File: src/sv/wlfu_pkg.sv
// ----------------------------------------------------------------------------
// wlfu_pkg
// Shared types and constants of the windowed LFU page migrator.
// ----------------------------------------------------------------------------
package wlfu_pkg;

    localparam int PAGE_W = 52;
    localparam int CNT_W  = 32;
    localparam int TIME_W = 40;
    localparam int TOT_W  = 64;
    localparam int VAL_W  = 48;
    localparam int WIN_W  = 32;

    localparam logic [1:0] KIND_LOAD   = 2'd0;
    localparam logic [1:0] KIND_ACCESS = 2'd1;
    localparam logic [1:0] KIND_MARK   = 2'd2;

    localparam logic [1:0] STAT_OK       = 2'd0;
    localparam logic [1:0] STAT_CNT_FULL = 2'd1;
    localparam logic [1:0] STAT_RES_FULL = 2'd2;
    localparam logic [1:0] STAT_DUP      = 2'd3;

    localparam logic [WIN_W-1:0] WINDOW_RESET = 32'd1000;

    typedef struct packed {
        logic [1:0]        kind;
        logic [PAGE_W-1:0] page;
        logic [CNT_W-1:0]  access_count;
        logic [TIME_W-1:0] time_ms;
    } t_in_word;

    typedef struct packed {
        logic              hit;
        logic [TOT_W-1:0]  hit_total;
        logic [TOT_W-1:0]  miss_total;
        logic              evicted_valid;
        logic [PAGE_W-1:0] evicted_page;
        logic              promoted_valid;
        logic [PAGE_W-1:0] promo_page;
        logic [1:0]        status;
    } t_out_word;

    typedef struct packed {
        logic is_load;
        logic is_access;
        logic is_mark;
    } t_cls;

    typedef struct packed {
        t_cls     cls;
        t_in_word item;
    } t_q_word;

    typedef struct packed {
        logic    valid;
        t_q_word word;
    } t_q_side;

endpackage

File: src/sv/wlfu_front.sv
// ----------------------------------------------------------------------------
// wlfu_front
// Accepts input words, decodes the kind and queues them for the back end.
// ----------------------------------------------------------------------------
module wlfu_front (
    input  logic              i_clk,
    input  logic              i_rst_n,
    input  logic              i_valid,
    output logic              o_stall,
    input  wlfu_pkg::t_in_word i_word,
    output wlfu_pkg::t_q_side o_q,
    input  logic              i_pop
);
    import wlfu_pkg::*;

    localparam int DEPTH = 4;

    t_q_word    r_mem [DEPTH];
    logic [1:0] r_wp, n_wp;
    logic [1:0] r_rp, n_rp;
    logic [2:0] r_cnt, n_cnt;
    logic       push;
    logic       pop;
    t_q_word    w_new;

    assign o_stall = (r_cnt == 3'(DEPTH));
    assign push    = i_valid && !o_stall;
    assign pop     = i_pop && (r_cnt != 3'd0);

    always_comb begin
        w_new.item          = i_word;
        w_new.cls.is_load   = (i_word.kind == KIND_LOAD);
        w_new.cls.is_access = (i_word.kind == KIND_ACCESS);
        w_new.cls.is_mark   = (i_word.kind == KIND_MARK);
    end

    always_comb begin
        n_wp  = push ? r_wp + 2'd1 : r_wp;
        n_rp  = pop ? r_rp + 2'd1 : r_rp;
        n_cnt = r_cnt + 3'(push) - 3'(pop);
    end

    always_ff @(posedge i_clk) begin
        if (push) begin
            r_mem[r_wp] <= w_new;
        end
    end

    always_ff @(posedge i_clk) begin
        if (!i_rst_n) begin
            r_wp  <= '0;
            r_rp  <= '0;
            r_cnt <= '0;
        end else begin
            r_wp  <= n_wp;
            r_rp  <= n_rp;
            r_cnt <= n_cnt;
        end
    end

    assign o_q.valid = (r_cnt != 3'd0);
    assign o_q.word  = r_mem[r_rp];

endmodule

File: config.mk
export PLATFORM = sky130hd
export DESIGN_NAME = wlfu_front
export DESIGN_NICKNAME = d
export VERILOG_FILES = /design/src/sv/wlfu_pkg.sv /design/src/sv/wlfu_front.sv
export SDC_FILE = /design/constraint.sdc
export NUM_CORES = 1
export LEC_CHECK = 0
export ABC_AREA = 0
export CAP_MARGIN = 15
export CORE_MARGIN = 3
export CORE_UTILIZATION = 45
export DETAILED_ROUTE_END_ITERATION = 16
export DONT_BUFFER_PORTS = 1
export GPL_ROUTABILITY_DRIVEN = 0
export PLACE_DENSITY = 0.64
export REMOVE_ABC_BUFFERS = 1
export SYNTH_ARGS = -nofsm -noshare
export SYNTH_HDL_FRONTEND = slang
export SYNTH_SLANG_ARGS = --single-unit
File: constraint.sdc
create_clock -name i_clk -period 5.1 [get_ports i_clk]
set_input_delay 1.02 -clock i_clk [delete_from_list [all_inputs] [get_ports i_clk]]
set_output_delay 1.02 -clock i_clk [all_outputs]
set_load 0.005 [all_outputs]
==> run summary <==
Cell row count = 74
Starting Density = 46.2%
Initial antenna violation count = 0
Synth warn = 0
Sequential share of the synthesized area = 82.0%
Status = complete, no violations
Power Dens Cells = 511 nW/um2
Die H = 212 um
Critical Path AT = 2.60 ns
Startpoint types = flip-flop
Vias in the first global route = 8201
Post-CTS Repair Setup Buffers = 0
Max VDD drop = 0.316 mV
R2R cell count = 4
CTS root buf = clkbuf_16
Power Total = 0.0110 W
Number of routed nets with antenna violations = 0
CTS Hold Bufs = 0
CTS Sinks = 525
Layout cells sized above 1 = 27.7%
Multi-input logic area = 3200 um2
CTS max path bufs = 3
IO buf count = 0
Cell count after placement = 1242
Netlist Area Pre-Place = 19100 um2
CP Data Required Time = 4.08 ns
RSZ-0062 raised after global routing = no
Most frequent cells in the layout = edfxtp_1, mux4_2, clkbuf_16, clkinv_1, clkbuf_1
Ant. Diodes = 0
TritonCTS Buffers = 53
Fin cells = 1342
TritonRoute pass-1 iters = 6
Tmin final = 3.62 ns
Gr usage total = 16.0%
IO Count = 261
Clk pin slew, worst setup/hold paths = 0.06 ns
Nets@finish = 902
Synthesized area per cell = 26.4 um2
Max-cap viol count = 0
Worst hold path depth = 2
PostCTS Resize Cnt = 0
Final setup viols = 0
WS Path Type = flip-flop to primary output
Largest net degree at the start of global routing = 77
DRC errors left = 0
Die W = 212 um
Worst skew pair latency = 0.57 ns
Vias/cell = 5.64
Worst Tran Pin Value = 0.883 ns
Gr ovfl total = 0
Synthesized instance count = 724
Netlist cell types = 20
DR WL/cell = 26.7 um
Core Box Area = 41400 um2
Period utilization = 71.0%
Via count = 7569
Endpoint type of the worst setup path = primary output
Area grow syn2layout = 12.5%
CTS tree = built
Die area = 45000 um2
Leakage = 6.57 nW
Crit path max fanout = 40
Max_slew headroom = 41.1%
Fillcell total = 3074
#FFs+latches synth = 525
Max Transition Viols Final = 0
Initial drt markers = 506
Hold Fails Final Rpt = 0
Final Skew = 0.0144 ns
Fmax = 276 MHz
Final HPWL DP = 22400 um
Post-Route WL = 35900 um
Sequential Area = 15700 um2
First-pass GRT wire length = 53000 um
Commonest non-fill, non-tap cell in the layout = edfxtp_1
Worst Hold Class = flip-flop to flip-flop
H-tree depth = 2
power breakdown:
group / internal, W / switching (W) / leakage (nW)
Clock: 0.00232 / 0.00151 / 0.851
Sequential: 0.00523 / 0.000213 / 4.80
Combinational: 0.000803 / 0.000893 / 0.920
kinds of logic after synthesis:
family / Yosys count / synth area share (%)
and+or+nand+nor: 20 / 0.596
AOI/OAI and AO/OA: 2 / 0.0917
buffers and inverters: 35 / 1.30
xor gates and xnor gates: 4 / 0.183
adders and majority gates: 7 / 0.498
DFF: 525 / 82.0
muxes: 131 / 15.3
flip-flops by register name (all words and copies together), names as in the netlist, named ones only:
| name | count |
|---|---|
| r_mem | 516 |
| r_cnt | 3 |
| r_rp | 2 |
| r_wp | 2 |
worst max-delay path: stages, from the launching register on:
cell and delay (ns):
dfxtp_4 0.92, buf_4 0.49, mux4_2 0.60
stage by stage:
stage               hold slack, ns  setup WS (ns)  setup TNS, ns  utilization (%)  instance area [um2]
floorplan                    0.468          -1.91        -246.32                -                18900
global placement             0.475           1.89              0             47.7                19700
detailed placement           0.530           1.80              0             47.7                19700
CTS                          0.492           1.32              0             51.9                21500
global route                 0.497           1.22              0             51.9                21500
finish                       0.535           1.48              0             51.9                21500
path summary, 6_finish.rpt:
kind | endpoint | startpoint | slack, ns
worst max-delay path | o_q[8] | flip-flop | 1.48
worst min-delay path | r_wp[0] | r_wp[0] | 0.53
worst max register to register | r_mem[1][37] | r_cnt[1] | 2.26
worst min register to register | r_wp[0] | r_wp[0] | 0.53
layer usage:
layer	up-vias	GRT usage [%]	wire length, um
met3	57	7.86	4000
met1	4054	18.8	13100
li1	3204	-	-
met4	0	5.27	827
met2	254	26.1	17900
met5	-	0	0
Yosys cell counts:
master / number / area (um2)
buf_2: 9 / 45.0
dfxtp_1: 9 / 180
nor3b_1: 1 / 7.51
clkbuf_1: 6 / 22.5
and2_1: 7 / 43.8
edfxtp_1: 516 / 15500
nor2_1: 1 / 3.75
nor2b_1: 6 / 37.5
buf_6: 13 / 146
mux4_2: 129 / 2910
mux2i_1: 2 / 20.0
xnor2_1: 4 / 35.0
inv_1: 5 / 18.8
nand2_1: 4 / 15.0
o311ai_0: 1 / 8.76
buf_4: 2 / 15.0
ha_1: 6 / 75.1
or3_1: 1 / 6.26
o31a_1: 1 / 8.76
fa_1: 1 / 20.0
area by class of cell:
class | count | area share [%]
flip-flops and latches | 525 | 73.0
multi-input cells | 164 | 14.9
clock inverters | 32 | 1.55
clock buffers | 68 | 6.63
well taps | 532 | 3.10
repair buffers | 16 | 0.792
inverters | 5 | 0.0873
(Power assumes the default switching activity.)
